[src/rtl/dtss_pkg.sv]
// shared constants, codes and controller/datapath interface types
package dtss_pkg;

    localparam int MAX_CLIENTS = 15;
    localparam int TABLE_DEPTH = MAX_CLIENTS + 1;
    localparam int IDX_W       = (TABLE_DEPTH > 1) ? $clog2(TABLE_DEPTH) : 1;

    // command codes of an input item
    typedef enum logic [1:0] {
        CMD_CONSUME  = 2'd0,
        CMD_SCHEDULE = 2'd1,
        CMD_INIT     = 2'd2,
        CMD_FINISH   = 2'd3
    } t_cmd;

    // result codes
    typedef enum logic [1:0] {
        ST_DONE     = 2'd0,
        ST_CONTINUE = 2'd1,
        ST_DELAY    = 2'd2,
        ST_ERROR    = 2'd3
    } t_status;

    // controller commands to the datapath
    typedef struct packed {
        logic       load;
        logic       exec;
        logic       mul;
        logic [1:0] step;
        logic       acc;
        logic       cmp;
        logic       deliver;
    } t_ctrl_cmd;

    // datapath status to the controller
    typedef struct packed {
        logic needs_test;
    } t_dp_status;

endpackage

[src/rtl/dtss_ctrl.sv]
// sequencing state machine and output valid for the scheduler
module dtss_ctrl
    import dtss_pkg::*;
(
    input  logic       i_clk,
    input  logic       i_rst_n,
    input  logic       i_valid,
    output logic       o_stall,
    output logic       o_valid,
    input  logic       i_stall,
    input  t_dp_status i_dp,
    output t_ctrl_cmd  o_cmd
);

    typedef enum logic [5:0] {
        S_IDLE    = 6'b000001,
        S_EXEC    = 6'b000010,
        S_MUL     = 6'b000100,
        S_ACC     = 6'b001000,
        S_CMP     = 6'b010000,
        S_DELIVER = 6'b100000
    } t_state;

    t_state     r_state, n_state;
    logic [1:0] r_step, n_step;
    logic       r_out_valid, n_out_valid;

    // next state and command decode
    always_comb begin
        n_state = r_state;
        n_step  = r_step;
        o_cmd   = '0;
        unique case (r_state)
            S_IDLE: begin
                if (i_valid) begin
                    o_cmd.load = 1'b1;
                    n_state    = S_EXEC;
                end
            end
            S_EXEC: begin
                o_cmd.exec = 1'b1;
                n_step     = 2'd0;
                n_state    = i_dp.needs_test ? S_MUL : S_DELIVER;
            end
            S_MUL: begin
                o_cmd.mul  = 1'b1;
                o_cmd.step = r_step;
                n_step     = r_step + 2'd1;
                if (r_step == 2'd3) begin
                    n_state = S_ACC;
                end
            end
            S_ACC: begin
                o_cmd.acc = 1'b1;
                n_state   = S_CMP;
            end
            S_CMP: begin
                o_cmd.cmp = 1'b1;
                n_state   = S_DELIVER;
            end
            S_DELIVER: begin
                if (!r_out_valid || !i_stall) begin
                    o_cmd.deliver = 1'b1;
                    n_state       = S_IDLE;
                end
            end
            default: begin
                n_state = S_IDLE;
            end
        endcase
    end

    // output register valid: set on delivery, cleared when taken
    always_comb begin
        n_out_valid = o_cmd.deliver ? 1'b1 : (r_out_valid && i_stall);
    end

    always_ff @(posedge i_clk) begin
        if (!i_rst_n) begin
            r_state     <= S_IDLE;
            r_step      <= 2'd0;
            r_out_valid <= 1'b0;
        end else begin
            r_state     <= n_state;
            r_step      <= n_step;
            r_out_valid <= n_out_valid;
        end
    end

    assign o_stall = (r_state != S_IDLE);
    assign o_valid = r_out_valid;

    // a result never overwrites one still waiting
    a_no_overwrite: assert property (@(posedge i_clk) disable iff (!i_rst_n)
        o_cmd.deliver |-> (!r_out_valid || !i_stall))
        else $error("result loaded over a waiting item");

    // an accepted item is executed in the next cycle
    a_accept_exec: assert property (@(posedge i_clk) disable iff (!i_rst_n)
        (i_valid && !o_stall) |=> (r_state == S_EXEC))
        else $error("accepted item not executed");

    // four multiply steps then accumulate
    a_mul_len: assert property (@(posedge i_clk) disable iff (!i_rst_n)
        (r_state == S_MUL && r_step == 2'd3) |=> (r_state == S_ACC))
        else $error("multiply sequence length wrong");

    // comparison is always followed by the delivery state
    a_cmp_deliver: assert property (@(posedge i_clk) disable iff (!i_rst_n)
        (r_state == S_CMP) |=> (r_state == S_DELIVER))
        else $error("compare not followed by delivery");

endmodule

[config.mk]
export PLATFORM = sky130hd
export DESIGN_NAME = dtss_ctrl
export DESIGN_NICKNAME = d
export VERILOG_FILES = /design/src/rtl/dtss_pkg.sv /design/src/rtl/dtss_ctrl.sv
export SDC_FILE = /design/constraint.sdc
export NUM_CORES = 1
export LEC_CHECK = 0
export ABC_CLOCK_PERIOD_IN_PS = 2800
export BUFFER_PORTS_ARGS = -buffer_cell sky130_fd_sc_hd__buf_2
export CAP_MARGIN = 25
export CORE_AREA = 3 3 40 42
export CTS_BUF_LIST = sky130_fd_sc_hd__clkbuf_2 sky130_fd_sc_hd__clkbuf_4 sky130_fd_sc_hd__clkbuf_8
export CTS_CLUSTER_SIZE = 12
export DETAILED_ROUTE_END_ITERATION = 6
export DIE_AREA = 0 0 43 45
export GPL_TIMING_DRIVEN = 0
export PLACE_DENSITY = 0.63
export SYNTH_ARGS = -nofsm -noshare
export SYNTH_HDL_FRONTEND = slang
export SYNTH_SLANG_ARGS = --single-unit
[constraint.sdc]
create_clock -name i_clk -period 2.8 [get_ports i_clk]
set_input_delay 0.14 -clock i_clk [delete_from_list [all_inputs] [get_ports i_clk]]
set_output_delay 0.14 -clock i_clk [all_outputs]
set_load 0.05 [all_outputs]
### Yosys cells after proc, flatten, opt, wreduce, memory -nomap -nowiden

Index checks and enable logic that the tools add are counted.

| word-level totals | value |
|---|---|
| register bits | 9 |
| input bits | 5 |

| operators by class | value |
|---|---|
| eq/ne operators | 11 |
| mux-type cells | 15 |
| reductions and logical operators | 6 |
| add/subtract/negate cells | 1 |

Operator list:

| operator | number |
|---|---|
| $pmux W6 S6 | 1 |
| $mux W6 | 4 |
| $mux W1 | 8 |
| $eq A6 B1 Y1 const B | 1 |
| $eq A6 B2 Y1 const B | 1 |
| $eq A6 B3 Y1 const B | 1 |
| $eq A6 B4 Y1 const B | 1 |
| $eq A6 B5 Y1 const B | 1 |
| $eq A6 B6 Y1 const B | 1 |
| $ne A2 B2 Y1 const B | 3 |
| $ne A6 B1 Y1 const B | 1 |
| $pmux W2 S2 | 1 |
| $mux W3 | 1 |
| $reduce_and A3 Y1 | 1 |
| $add A2 B1 Y2 const B | 1 |
| $eq A2 B2 Y1 const B | 1 |
| $logic_not A1 Y1 | 2 |
| $reduce_bool A2 Y1 | 1 |
| $logic_and A1 B1 Y1 | 1 |
| $logic_or A1 B1 Y1 | 1 |

### Longest topological paths before layout

| logic depth | value |
|---|---|
| depth after elaboration | 5 |
| mapped depth | 6 |

### Worst setup path before layout

No wires, ideal clock.

| timing | value |
|---|---|
| kind | register to output |
| from | register r_state[2] |
| to | output o_cmd[7] in the netlist's numbering |
| setup slack | 0.630 ns |
| path buffers | 0 |
| cell stages (with the launch flop) | 4 |
| data required time | 2.660 ns |
| arrival | 2.030 ns |
| path through | dfxtp_1 nor4_1 nand3b_1 nor2_1 |

RTL lines:

| what | RTL line | RTL |
|---|---|---|
| start: declaration | dtss_ctrl.sv:24 | `t_state r_state, n_state;` |
| start signal: assignment | dtss_ctrl.sv:84 | `r_state <= n_state;` |
| end: declaration | dtss_ctrl.sv:12 | `output t_ctrl_cmd o_cmd` |

==> impl_metrics.yaml <==
cells_and_area:
  antenna_cells: 0
  ff_latch_area_um2: 180.2
  nFillCells: 131
  postLayoutCellArea_um2: 626.9
  area_delta_synth_final_pct: 23.40
  multi_input_area_um2: 297.8
  drive_above_1_share: 0.3289
  nets: 83
cts:
  cts_made_buffers: 3
  clk_latency_ns: 0.26
  root_buffer: "clkbuf_4"
  cts_max_level: 1
  cts_tree: "yes"
  postCtsSetupRepairBufs: 0
  postCtsResizedCells: 0
  clkSlewWorstSetupHoldPaths_ns: 0.06
  ctsHoldBuffers: 0
  clk_path_buf_depth: 2
  clock_sinks: 9
timing:
  setup_viol: 0
  slew_viol_final: 0
  max_freq_ghz: 0.5212
  rsz0062_at_grt: "false"
  tightestPinTransition_ns: 0.4334
  finClkSkew_ns: 0.0003460
  holdWs_ns: 0.1148
  slew_headroom: 0.7084
  period_share: 0.6852
  final_hold_viol_count: 0
  min_period_ns: 1.919
  timing.setup.tns_ns: 0
critical_path:
  startpoint_type: "register"
  arrival_ns: 1.78
  r2r_start: "r_state[0]$_SDFFE_PN1P_"
  critPathMaxFanout: 8
  end_kind: "primary output"
  r2r_slack_ns: 1.21
  ff2ff_path_depth: 5
  setup.worst_path.start: "r_state[0]$_SDFFE_PN1P_"
  critPathKind: "register to primary output"
  r2r_end: "r_state[4]$_SDFFE_PN0P_"
  required_ns: 2.66
placement:
  placed_cell_area_um2: 596.8
  place_hpwl_um: 845.6
  portBuffers: 14
  gp_congestion: 0.6923
min_path:
  hold_depth: 2
  hp-class: "input pin to register"
  hold_end: "r_state[0]$_SDFFE_PN1P_"
  min_from: "i_rst_n"
power_and_ir_drop:
  p_leak_nw: 0.3115
  vdd_ir_drop_max_v: 0.0002961
  p_per_area_nw_per_um2: 604.0
drt:
  wl_per_cell_um: 12.14
  drtIter0Drc: 7
  first_pass_iters: 3
  drc: 0
  routed_wl_um: 1105
  avgViaCountPerCell: 5.451
  final_antenna_net_count: 0
  vias: 496
synthesis:
  synth-adder-area-share: 0.02463
  postSynthCellCount: 58
  synth.area.top_cells: "dfxtp_1, a21oi_1, nand3b_1, and3_1, inv_1"
  synth_top_cell_area_share: 0.3547
  seq_area_frac_synth: 0.3547
  synth_cell_types: 28
  syn_avg_cell_area_um2: 8.758
  synth_top_family_by_area: "simple AND/OR/NAND/NOR gates"
  yosysWarnings: 0
  ys_ff_latch: 9
  synth_compound_area_frac: 0.1749
  yosys.area.top_type: "dfxtp_1"
  synth-xor-area-share: 0.01724
  synthSimpleGateAreaFrac: 0.3695
  syn_nets: 64
  synthMuxAreaShare: 0
  syn_area_um2: 508.0
global_route:
  use_met1: 0.1626
  grt_overflow: 0
  met3_usage: 0.03984
  grt_pass1_vias: 423
  gr-usage-met2: 0.1886
  track_usage: 0.1344
  grt_max_degree: 9
  grt_first_pass_wirelength_um: 1835
  antenna_found_initial: 0
  top_usage_layer: "met2"
floorplan:
  initial_core_util: 0.3953
  die_w_um: 43
  dieHeight_um: 45
  rows: 13
  io_pins: 15
  dieArea_um2: 1935
  core_region_area_um2: 1285
flow_run:
  cap_violations: 0
status:
  status: "complete, no violations"
## layout by cell type, fill, tap and decap left out, types with 2 or more instances in the layout
cell,synthesis,routed
nor2_1,4,4
o211ai_1,2,2
nand2_1,3,3
nor4_1,2,2
nand3b_1,3,3
nor3_1,3,3
buf_2,0,14
clkbuf_4,0,4
dfxtp_1,9,9
nand3_1,2,2
and3_1,3,3
a21oi_1,5,5
inv_1,5,5
## worst max-delay path: stages, from the launching register on
cell	delay (ns)
dfxtp_1	0.31
buf_6	0.13
or4_4	0.51
nor3b_2	0.26
buf_2	0.31
## layout make-up
| class | instances | share of cell area |
|---|---|---|
| Clock buffer | 4 | 0.04790 |
| Timing Repair Buffer | 14 | 0.1118 |
| Multi-Input combinational cell | 43 | 0.4751 |
| Buffer | 1 | 0.01796 |
| Inverter | 5 | 0.02994 |
| Sequential cell | 9 | 0.2874 |
| Tap cell | 15 | 0.02994 |
## how the worst max path moves through the flow
stage,endpoint,slack (ns),cells past startpoint
final,o_cmd[2],0.88,4
after global routing,o_cmd[2],0.78,4
after CTS,o_cmd[2],0.87,4
after detailed placement,o_cmd[2],1.16,4
after global placement,o_cmd[2],1.16,4
after floorplan,o_cmd[7],0.63,3
## routing by layer
metal,part of all wire,vias to the layer above
li1,-,255
met1,0.48,225
met2,0.44,11
met3,0.044,5
met4,0.036,0
met5,0,-
## logic make-up after synthesis
group           count (synthesis)
xor+xnor                        1
fa+ha+maj                       1
flops                           9
buf+inv                         6
compound gates                 12
simple gates                   29
## power breakdown
part | switching, W | internal [W] | total, W
combinational | 0.0000766 | 0.0000460 | 0.000123
sequential | 0.00000802 | 0.000136 | 0.000144
clock | 0.0000477 | 0.0000648 | 0.000112
## through the flow
step | total power, W | setup WS [ns] | utilization | cells
after floorplan | 0.0002448 | 0.6298 | - | 58
after global placement | 0.0002678 | 1.158 | 0.4645 | 87
after detailed placement | 0.0002687 | 1.162 | 0.4645 | 87
after CTS | 0.0003818 | 0.8673 | 0.4878 | 91
after global routing | 0.0004008 | 0.7843 | 0.4878 | 91
final | 0.0003786 | 0.8814 | 0.4878 | 91
## registers in the layout, indices dropped and copies added (netlist names)
name	cells
r_state	6
r_step	2
o_valid	1
## cells in the mapped netlist
| cell | number |
|---|---|
| dfxtp_1 | 9 |
| a21oi_1 | 5 |
| inv_1 | 5 |
| nor2_1 | 4 |
| and3_1 | 3 |
| nand2_1 | 3 |
| nand3b_1 | 3 |
| nor3_1 | 3 |
| nand3_1 | 2 |
| nor4_1 | 2 |
| o211ai_1 | 2 |
| a2111o_1 | 1 |
| a21oi_2 | 1 |
| a2bb2oi_1 | 1 |
| and3b_2 | 1 |
| buf_6 | 1 |
| ha_1 | 1 |
| nand4b_1 | 1 |
| nor2b_1 | 1 |
| nor3b_2 | 1 |
| nor4_2 | 1 |
| o221a_2 | 1 |
| o221ai_1 | 1 |
| or2b_1 | 1 |
| or3_1 | 1 |
| or4_1 | 1 |
| or4_4 | 1 |
| xnor2_1 | 1 |
Note: power is estimated with default switching activity, not from simulation.
